[config.mk]
export PLATFORM = sky130hd
export DESIGN_NAME = two_beam_passage_direction_logger
export DESIGN_NICKNAME = d
export VERILOG_FILES = /design/src/design/tbpdl_pkg.sv /design/src/design/two_beam_passage_direction_logger.sv
export VERILOG_INCLUDE_DIRS = /design/src /design/src/design
export SDC_FILE = /design/constraint.sdc
export NUM_CORES = 1
export LEC_CHECK = 0
export BUFFER_PORTS_ARGS = -buffer_cell sky130_fd_sc_hd__buf_2
export CAP_MARGIN = 30
export CORE_UTILIZATION = 60
export CTS_CLUSTER_DIAMETER = 50
export DETAILED_ROUTE_END_ITERATION = 6
export GPL_TIMING_DRIVEN = 1
export PLACE_DENSITY_LB_ADDON = 0.25
export SYNTH_ARGS = -nofsm -noshare
export SYNTH_HDL_FRONTEND = slang
export SYNTH_SLANG_ARGS = --single-unit
[constraint.sdc]
create_clock -name aclk -period 7.9 [get_ports aclk]
set_clock_uncertainty 0.1 [all_clocks]
set_input_delay 1.58 -clock aclk [delete_from_list [all_inputs] [get_ports aclk]]
set_output_delay 1.58 -clock aclk [all_outputs]
set_load 0.05 [all_outputs]
[src/design/two_beam_passage_direction_logger_defines.svh]
// Assertion macros shared by the passage direction logger RTL.
`ifndef TWO_BEAM_PASSAGE_DIRECTION_LOGGER_DEFINES_SVH
`define TWO_BEAM_PASSAGE_DIRECTION_LOGGER_DEFINES_SVH

// Same-cycle implication, checked on aclk outside reset.
`define TBPDL_ASSERT_NOW(label, ante, cons, msg) \
    label: assert property (@(posedge aclk) disable iff (!aresetn) (ante) |-> (cons)) \
        else $error(msg);

// Next-cycle implication, checked on aclk outside reset.
`define TBPDL_ASSERT_NEXT(label, ante, cons, msg) \
    label: assert property (@(posedge aclk) disable iff (!aresetn) (ante) |=> (cons)) \
        else $error(msg);

`endif

[src/design/tbpdl_pkg.sv]
// Types and constants for the two-beam passage direction logger.
package tbpdl_pkg;

    // Field widths of the request and result items.
    localparam int DIST_W  = 16;
    localparam int COUNT_W = 8;
    localparam int TIME_W  = 16;
    localparam int RSLOT_W = 4;
    localparam int PHASE_W = 3;

    // Packed stream widths (tdata padded to whole bytes).
    localparam int S_TDATA_W = 40;
    localparam int S_TUSER_W = 2;
    localparam int M_TDATA_W = 72;

    // Configuration register map and reset values.
    localparam int CFG_INDEX_W = 1;
    localparam logic [CFG_INDEX_W-1:0] CFG_NEAR_MIN = 1'd0;
    localparam logic [CFG_INDEX_W-1:0] CFG_NEAR_MAX = 1'd1;
    localparam logic [DIST_W-1:0] NEAR_MIN_RESET = 16'd10;
    localparam logic [DIST_W-1:0] NEAR_MAX_RESET = 16'd1000;

    // Time base: seconds advance by 2/5 per sample.
    localparam logic [PHASE_W-1:0] PHASE_STEP = 3'd2;
    localparam logic [PHASE_W-1:0] PHASE_WRAP = 3'd5;

    // Request kinds carried in s_tuser.
    typedef enum logic [1:0] {
        MODE_SAMPLE    = 2'd0,
        MODE_LINK_UP   = 2'd1,
        MODE_LINK_DOWN = 2'd2,
        MODE_READ      = 2'd3
    } mode_t;

    // Reported passage direction.
    typedef enum logic [1:0] {
        DIR_NONE = 2'd0,
        DIR_IN   = 2'd1,
        DIR_OUT  = 2'd2
    } dir_t;

endpackage

[src/design/two_beam_passage_direction_logger.sv]
// Two-beam passage direction logger: beam qualification, direction tracking and stamp log.
//
//  Channel  | Ports                                    | Contents
//  ---------+------------------------------------------+-------------------------------------
//  request  | s_tvalid s_tready s_tdata[39:0] s_tuser  | distances, read slot; tuser = mode
//  result   | m_tvalid m_tready m_tdata[71:0]          | direction, blocked flags, totals, time
//  config   | cfg_we cfg_index cfg_wdata[15:0]         | near_min (0), near_max (1)
//
// One request per cycle while s_tready is high: each request is processed in the cycle it is
// accepted and its result lands in the output register in the next cycle.
// The single output register sets the rate; s_tready is low only while a result waits
// and m_tready is low.
// Synchronous active-low reset clears the beam flags, counts, time base, link flag and
// the stamp valid bits, so every log slot reads zero until written.
`include "two_beam_passage_direction_logger_defines.svh"

module two_beam_passage_direction_logger
    import tbpdl_pkg::*;
#(
    parameter int SLOTS = 10
) (
    input  logic                   aclk,
    input  logic                   aresetn,
    // Configuration write port
    input  logic                   cfg_we,
    input  logic [CFG_INDEX_W-1:0] cfg_index,
    input  logic [DIST_W-1:0]      cfg_wdata,
    // Request channel
    input  logic                   s_tvalid,
    output logic                   s_tready,
    // s_tdata from bit 0: dist_left[15:0], dist_right[31:16], read_slot[35:32], zero pad
    input  logic [S_TDATA_W-1:0]   s_tdata,
    // s_tuser from bit 0: mode[1:0]
    input  logic [S_TUSER_W-1:0]   s_tuser,
    // Result channel
    output logic                   m_tvalid,
    input  logic                   m_tready,
    // m_tdata from bit 0: direction[1:0], left_blocked[2], right_blocked[3],
    // in_total[11:4], out_total[19:12], elapsed_seconds[35:20],
    // slot_in_time[51:36], slot_out_time[67:52], zero pad
    output logic [M_TDATA_W-1:0]   m_tdata
);

    localparam int SLOT_W = (SLOTS > 1) ? $clog2(SLOTS) : 1;
    localparam logic [SLOT_W-1:0] LAST_SLOT = SLOT_W'(SLOTS - 1);
    localparam logic [RSLOT_W:0] SLOT_LIMIT = (RSLOT_W + 1)'(SLOTS);

    // Configuration registers
    logic [DIST_W-1:0] near_min_reg;
    logic [DIST_W-1:0] near_max_reg;

    // Tracking state
    logic               left_only_reg, left_only_next;
    logic               right_only_reg, right_only_next;
    logic               both_seen_reg, both_seen_next;
    logic               event_logged_reg, event_logged_next;
    logic               link_up_reg, link_up_next;
    logic [COUNT_W-1:0] in_count_reg, in_count_next;
    logic [COUNT_W-1:0] out_count_reg, out_count_next;
    logic [SLOT_W-1:0]  in_ptr_reg, in_ptr_next;
    logic [SLOT_W-1:0]  out_ptr_reg, out_ptr_next;
    logic [TIME_W-1:0]  second_count_reg, second_count_next;
    logic [PHASE_W-1:0] second_phase_reg, second_phase_next;

    // Stamp log with per-entry valid bits
    logic [TIME_W-1:0] in_stamp_reg [SLOTS];
    logic [TIME_W-1:0] out_stamp_reg [SLOTS];
    logic [SLOTS-1:0]  in_valid_reg;
    logic [SLOTS-1:0]  out_valid_reg;

    // Output register
    logic                 m_valid_reg;
    logic [M_TDATA_W-1:0] m_tdata_reg;
    logic [M_TDATA_W-1:0] result;

    // Request fields and combinational results
    mode_t              mode;
    logic [DIST_W-1:0]  dist_left;
    logic [DIST_W-1:0]  dist_right;
    logic [RSLOT_W-1:0] read_slot;
    logic [SLOT_W-1:0]  read_idx;
    logic               slot_ok;
    logic               accept;
    logic               left_hit;
    logic               right_hit;
    logic               left_blocked;
    logic               right_blocked;
    dir_t               direction;
    logic               log_in;
    logic               log_out;
    logic [TIME_W-1:0]  slot_in_time;
    logic [TIME_W-1:0]  slot_out_time;
    logic [PHASE_W-1:0] phase_sum;

    assign mode       = mode_t'(s_tuser);
    assign dist_left  = s_tdata[15:0];
    assign dist_right = s_tdata[31:16];
    assign read_slot  = s_tdata[35:32];
    assign read_idx   = read_slot[SLOT_W-1:0];
    assign slot_ok    = {1'b0, read_slot} < SLOT_LIMIT;

    // Handshake: the output register frees up when empty or being taken.
    assign s_tready = !m_valid_reg || m_tready;
    assign accept   = s_tvalid && s_tready;
    assign m_tvalid = m_valid_reg;
    assign m_tdata  = m_tdata_reg;

    // Near-window qualification of both beams.
    assign left_hit  = (dist_left > near_min_reg) && (dist_left < near_max_reg);
    assign right_hit = (dist_right > near_min_reg) && (dist_right < near_max_reg);
    assign phase_sum = second_phase_reg + PHASE_STEP;

    // Direction tracking, counts, time base and link flag.
    always_comb begin
        left_only_next    = left_only_reg;
        right_only_next   = right_only_reg;
        both_seen_next    = both_seen_reg;
        event_logged_next = event_logged_reg;
        link_up_next      = link_up_reg;
        in_count_next     = in_count_reg;
        out_count_next    = out_count_reg;
        in_ptr_next       = in_ptr_reg;
        out_ptr_next      = out_ptr_reg;
        second_count_next = second_count_reg;
        second_phase_next = second_phase_reg;
        direction         = DIR_NONE;
        left_blocked      = 1'b0;
        right_blocked     = 1'b0;
        log_in            = 1'b0;
        log_out           = 1'b0;
        slot_in_time      = '0;
        slot_out_time     = '0;
        case (mode)
            MODE_SAMPLE: begin
                left_blocked  = left_hit;
                right_blocked = right_hit;
                if (left_hit && !right_hit) begin
                    if ((both_seen_reg || right_only_reg) && !event_logged_reg) begin
                        event_logged_next = 1'b1;
                        direction         = DIR_IN;
                    end
                    left_only_next  = 1'b1;
                    right_only_next = 1'b0;
                    both_seen_next  = 1'b0;
                end else if (!left_hit && right_hit) begin
                    if ((both_seen_reg || left_only_reg) && !event_logged_reg) begin
                        event_logged_next = 1'b1;
                        direction         = DIR_OUT;
                    end
                    left_only_next  = 1'b0;
                    right_only_next = 1'b1;
                    both_seen_next  = 1'b0;
                end else if (left_hit && right_hit) begin
                    // Both beams at once: the prior single beam decides, logged flag untested.
                    if (left_only_reg) begin
                        direction         = DIR_OUT;
                        event_logged_next = 1'b1;
                    end else if (right_only_reg) begin
                        direction         = DIR_IN;
                        event_logged_next = 1'b1;
                    end
                    left_only_next  = 1'b0;
                    right_only_next = 1'b0;
                    both_seen_next  = 1'b1;
                end else begin
                    left_only_next    = 1'b0;
                    right_only_next   = 1'b0;
                    both_seen_next    = 1'b0;
                    event_logged_next = 1'b0;
                end
                // Log events only while the link is down; the slot pointer tracks count mod SLOTS.
                log_in  = !link_up_reg && (direction == DIR_IN);
                log_out = !link_up_reg && (direction == DIR_OUT);
                if (log_in) begin
                    in_count_next = in_count_reg + 1'b1;
                    if (in_count_reg == '1 || in_ptr_reg == LAST_SLOT) begin
                        in_ptr_next = '0;
                    end else begin
                        in_ptr_next = in_ptr_reg + 1'b1;
                    end
                end
                if (log_out) begin
                    out_count_next = out_count_reg + 1'b1;
                    if (out_count_reg == '1 || out_ptr_reg == LAST_SLOT) begin
                        out_ptr_next = '0;
                    end else begin
                        out_ptr_next = out_ptr_reg + 1'b1;
                    end
                end
                // Seconds advance by two fifths per sample.
                if (phase_sum >= PHASE_WRAP) begin
                    second_phase_next = phase_sum - PHASE_WRAP;
                    second_count_next = second_count_reg + 1'b1;
                end else begin
                    second_phase_next = phase_sum;
                end
            end
            MODE_LINK_UP: begin
                link_up_next = 1'b1;
            end
            MODE_LINK_DOWN: begin
                link_up_next   = 1'b0;
                in_count_next  = '0;
                out_count_next = '0;
                in_ptr_next    = '0;
                out_ptr_next   = '0;
            end
            MODE_READ: begin
                if (slot_ok) begin
                    slot_in_time  = in_valid_reg[read_idx] ? in_stamp_reg[read_idx] : '0;
                    slot_out_time = out_valid_reg[read_idx] ? out_stamp_reg[read_idx] : '0;
                end
            end
            default: begin
                direction = DIR_NONE;
            end
        endcase
    end

    // Pack the result item.
    assign result = {4'b0, slot_out_time, slot_in_time, second_count_reg,
                     out_count_next, in_count_next, right_blocked, left_blocked,
                     2'(direction)};

    // Configuration registers.
    always_ff @(posedge aclk) begin
        if (!aresetn) begin
            near_min_reg <= NEAR_MIN_RESET;
            near_max_reg <= NEAR_MAX_RESET;
        end else if (cfg_we) begin
            case (cfg_index)
                CFG_NEAR_MIN: near_min_reg <= cfg_wdata;
                CFG_NEAR_MAX: near_max_reg <= cfg_wdata;
                default: begin
                    near_min_reg <= near_min_reg;
                end
            endcase
        end
    end

    // Tracking state and output valid.
    always_ff @(posedge aclk) begin
        if (!aresetn) begin
            left_only_reg    <= 1'b0;
            right_only_reg   <= 1'b0;
            both_seen_reg    <= 1'b0;
            event_logged_reg <= 1'b0;
            link_up_reg      <= 1'b0;
            in_count_reg     <= '0;
            out_count_reg    <= '0;
            in_ptr_reg       <= '0;
            out_ptr_reg      <= '0;
            second_count_reg <= '0;
            second_phase_reg <= '0;
            in_valid_reg     <= '0;
            out_valid_reg    <= '0;
            m_valid_reg      <= 1'b0;
        end else begin
            if (accept) begin
                left_only_reg    <= left_only_next;
                right_only_reg   <= right_only_next;
                both_seen_reg    <= both_seen_next;
                event_logged_reg <= event_logged_next;
                link_up_reg      <= link_up_next;
                in_count_reg     <= in_count_next;
                out_count_reg    <= out_count_next;
                in_ptr_reg       <= in_ptr_next;
                out_ptr_reg      <= out_ptr_next;
                second_count_reg <= second_count_next;
                second_phase_reg <= second_phase_next;
                if (log_in) begin
                    in_valid_reg[in_ptr_reg] <= 1'b1;
                end
                if (log_out) begin
                    out_valid_reg[out_ptr_reg] <= 1'b1;
                end
            end
            if (accept) begin
                m_valid_reg <= 1'b1;
            end else if (m_tready) begin
                m_valid_reg <= 1'b0;
            end
        end
    end

    // Stamp data and result payload.
    always_ff @(posedge aclk) begin
        if (accept && log_in) begin
            in_stamp_reg[in_ptr_reg] <= second_count_reg;
        end
        if (accept && log_out) begin
            out_stamp_reg[out_ptr_reg] <= second_count_reg;
        end
        if (accept) begin
            m_tdata_reg <= result;
        end
    end

    // Checks on the tracking logic.
    `TBPDL_ASSERT_NOW(a_flags_exclusive, 1'b1,
        $onehot0({left_only_reg, right_only_reg, both_seen_reg}),
        "beam history flags are not mutually exclusive")
    `TBPDL_ASSERT_NEXT(a_nonsample_quiet, accept && (mode != MODE_SAMPLE),
        m_tdata_reg[3:0] == 4'b0000,
        "non-sample request reported a direction or blocked beam")
    `TBPDL_ASSERT_NEXT(a_slot_times_read_only, accept && (mode != MODE_READ),
        m_tdata_reg[67:36] == 32'd0,
        "slot times nonzero outside read requests")
    `TBPDL_ASSERT_NEXT(a_link_down_clears, accept && (mode == MODE_LINK_DOWN),
        (in_count_reg == '0) && (out_count_reg == '0) && !link_up_reg,
        "link down did not clear the counts and link flag")

endmodule

==> results.py <==
metrics = {
    "timing": {
        "hold_ws_ns": 0.346,
        "finalSetupViolations": 0,
        "postLayoutSetupSlackWorst_ns": 2.37,
        "fin_tns_setup_ns": 0,
        "drv_slew": 0,
        "worst_pin_slew_ns": 1.06,
        "post-route-period-util": 0.701,
        "rsz0062_at_grt": "false",
        "relSlewSlack": 0.295,
        "max_freq_ghz": 0.181,
        "finalHoldViolCount": 0,
        "fin_crit_ns": 5.53,
    },
    "cts": {
        "clock-sinks": 489,
        "cts_buffers": 49,
        "post_cts_buffers": 0,
        "clk_latency_ns": 0.55,
        "hold_buffers": 0,
        "ctsResizeCount": 0,
        "cts.htree.levels": 2,
        "root_buffer": "clkbuf_16",
        "cts_max_path_buffers": 3,
        "clk_pin_slew_ns": 0.06,
        "cts_tree": "built",
    },
    "floorplanning": {
        "core_um2": 33800,
        "io_pins": 138,
        "die-width_um": 188,
        "start_util": 0.614,
        "fp.dieArea_um2": 35300,
        "rows": 67,
        "die_h_um": 188,
    },
    "global_route": {
        "grt_overflow": 0,
        "grt_max_degree": 75,
        "grt_pass1_vias": 12500,
        "antenna_found_initial": 2,
        "grt_pass1_wl_mm": 69.1,
        "grtUsageTotal": 0.255,
    },
    "place": {
        "gp_congestion": 0.875,
        "dpl_worst_slack_ns": 1.39,
        "io_buffers": 129,
        "post-place-cells": 1944,
        "dp_hpwl_mm": 26.6,
        "post_dp_cell_area_um2": 22000,
    },
    "final_layout": {
        "syn_to_final_growth_pct": 14.2,
        "fin_area_um2": 23700,
        "drive_above_1_share": 0.206,
        "final_nets": 1703,
        "instances_no_fill": 2043,
        "multi_input_comb_area_um2": 6630,
        "final_core_util": 0.701,
        "regArea_um2": 13700,
        "fillers": 2214,
    },
    "drt": {
        "ant_nets": 0,
        "routed_via_density": 6.09,
        "vias": 12400,
        "routedWlPerCell_um": 21.7,
        "drtPass1Iterations": 5,
        "drt_first_iter_violations": 1114,
        "drc": 0,
        "wl_mm": 44.4,
    },
    "synth": {
        "synth-edff-count": 388,
        "syn_area_per_cell_um2": 14.8,
        "yosysUniqueCellTypes": 61,
        "yosysTopAreaCellShare": 0.562,
        "async_flop_share": 0,
        "ys.warnings.count": 0,
        "yosysTopAreaCell": "edfxtp_1",
        "ys_ff_latch": 489,
        "yosysSeqAreaShare": 0.659,
        "ys_top_cells_by_area": "edfxtp_1 (56%), dfxtp_1 (9.7%), mux4_2 (7.4%), ha_1 (5.2%), a211oi_1 (2.6%)",
        "netlist_instances": 1406,
        "syn_area_um2": 20700,
        "ys.flop_type": "edfxtp_1",
    },
    "worst_setup_path": {
        "path_cells": "buf_2 > ha_1 > nand2_1 > o21ai_0 > a31oi_1 > nor4_1 > nor3_1 > ha_1 > and4bb_4 > mux2_2 > nand3_1 > nor2_1 > and3_1",
        "worst-setup-path-type": "input pin to flop",
        "cp_num_buf_inv": 1,
        "endpoint_kind": "flop",
        "max_stage_delay_ns": 0.84,
        "start_kind": "input pin",
        "path_common_cell": "ha_1",
        "r2r_setup_slack_ns": 3.11,
        "required_ns": 7.98,
        "crit_family": "simple AND/OR/NAND/NOR gates",
        "crit_path_top_delay_cell": "and3_1",
        "crit_arrival_ns": 5.61,
        "cp_max_fo": 16,
    },
    "power_and_ir_drop": {
        "power_mw": 5.37,
        "p_leak_nw": 8.55,
        "p_per_area_nw_per_um2": 227,
        "peakVddDrop_v": 0.000160,
    },
    "status": {
        "status": "complete, no violations",
    },
    "run": {
        "drv_cap": 0,
    },
    "worst_hold_path": {
        "hold_path_class": "flop to flop",
    },
}
path summary, 6_finish.rpt:
path / start / to / depth (start not counted)
worst max-delay path: s_tdata[18] / in_stamp_reg[6][12] / 13
worst min-delay path: in_valid_reg[4] / in_valid_reg[4] / 2
worst max register to register: near_max_reg[2] / in_stamp_reg[6][12] / 13
worst min register to register: in_valid_reg[4] / in_valid_reg[4] / 2
cells by family after synthesis:
kind of cell | Yosys count | synth area share
AOI/OAI and AO/OA | 250 | 0.0796
buffers and inverters | 120 | 0.0233
other | 1 | 0.000181
DFF | 489 | 0.659
muxes | 115 | 0.0968
adders and majority gates | 86 | 0.0519
xor gates and xnor gates | 16 | 0.00676
and+or+nand+nor | 329 | 0.0822
routing by layer:
metal	track usage	vias to the layer above	share of wire
met5	0	-	0.00025
met4	0.0725	2	0.021
met3	0.0397	75	0.075
met2	0.426	499	0.49
met1	0.349	6122	0.42
li1	-	5744	-
cells in the mapped netlist, types with 32 or more instances:
library cell  count
inv_1            51
o21ai_0          32
nand3_1          38
ha_1             86
nor2_1           41
a211oi_1         71
edfxtp_1        388
nand2_1         106
dfxtp_1         101
clkbuf_1         41
mux2i_1          43
mux4_2           68
nor2b_1          42
a21oi_1          69
where the power goes:
part	internal, mW	total (mW)	leakage [nW]	switching [mW]
combinational	0.114	0.348	3.22	0.235
clock	1.28	2.24	0.768	0.962
sequential	2.77	2.78	4.56	0.00954
total	4.17	5.37	8.55	1.21
cell usage in the layout (no fill, tap or decap), drive strengths merged, types with 24 or more instances in the layout:
cell and n:
inv 54, nand3 38, ha 86, dfxtp 101
edfxtp 388, mux2i 43, nor2b 42, mux4 68
a21oi 69, clkinv 24, a211oi 71, buf 158
nor2 41, clkbuf 65, nand2 106, o21ai 32
cell type report:
cell class,instances,share of cell area
sequential,489,0.577
multi-input combinational,800,0.280
antenna,1,0.000106
tap,448,0.0237
inverter,52,0.00829
clock inverter,30,0.0109
timing repair buffer,161,0.0449
clock buffer,62,0.0551
tightest hold or removal path, cell delays in order, from the launching register on:
cell and delay (ns):
dfxtp_1 0.31, inv_1 0.05, a21oi_1 0.05
No activity file was read; power rests on OpenSTA's default activity.
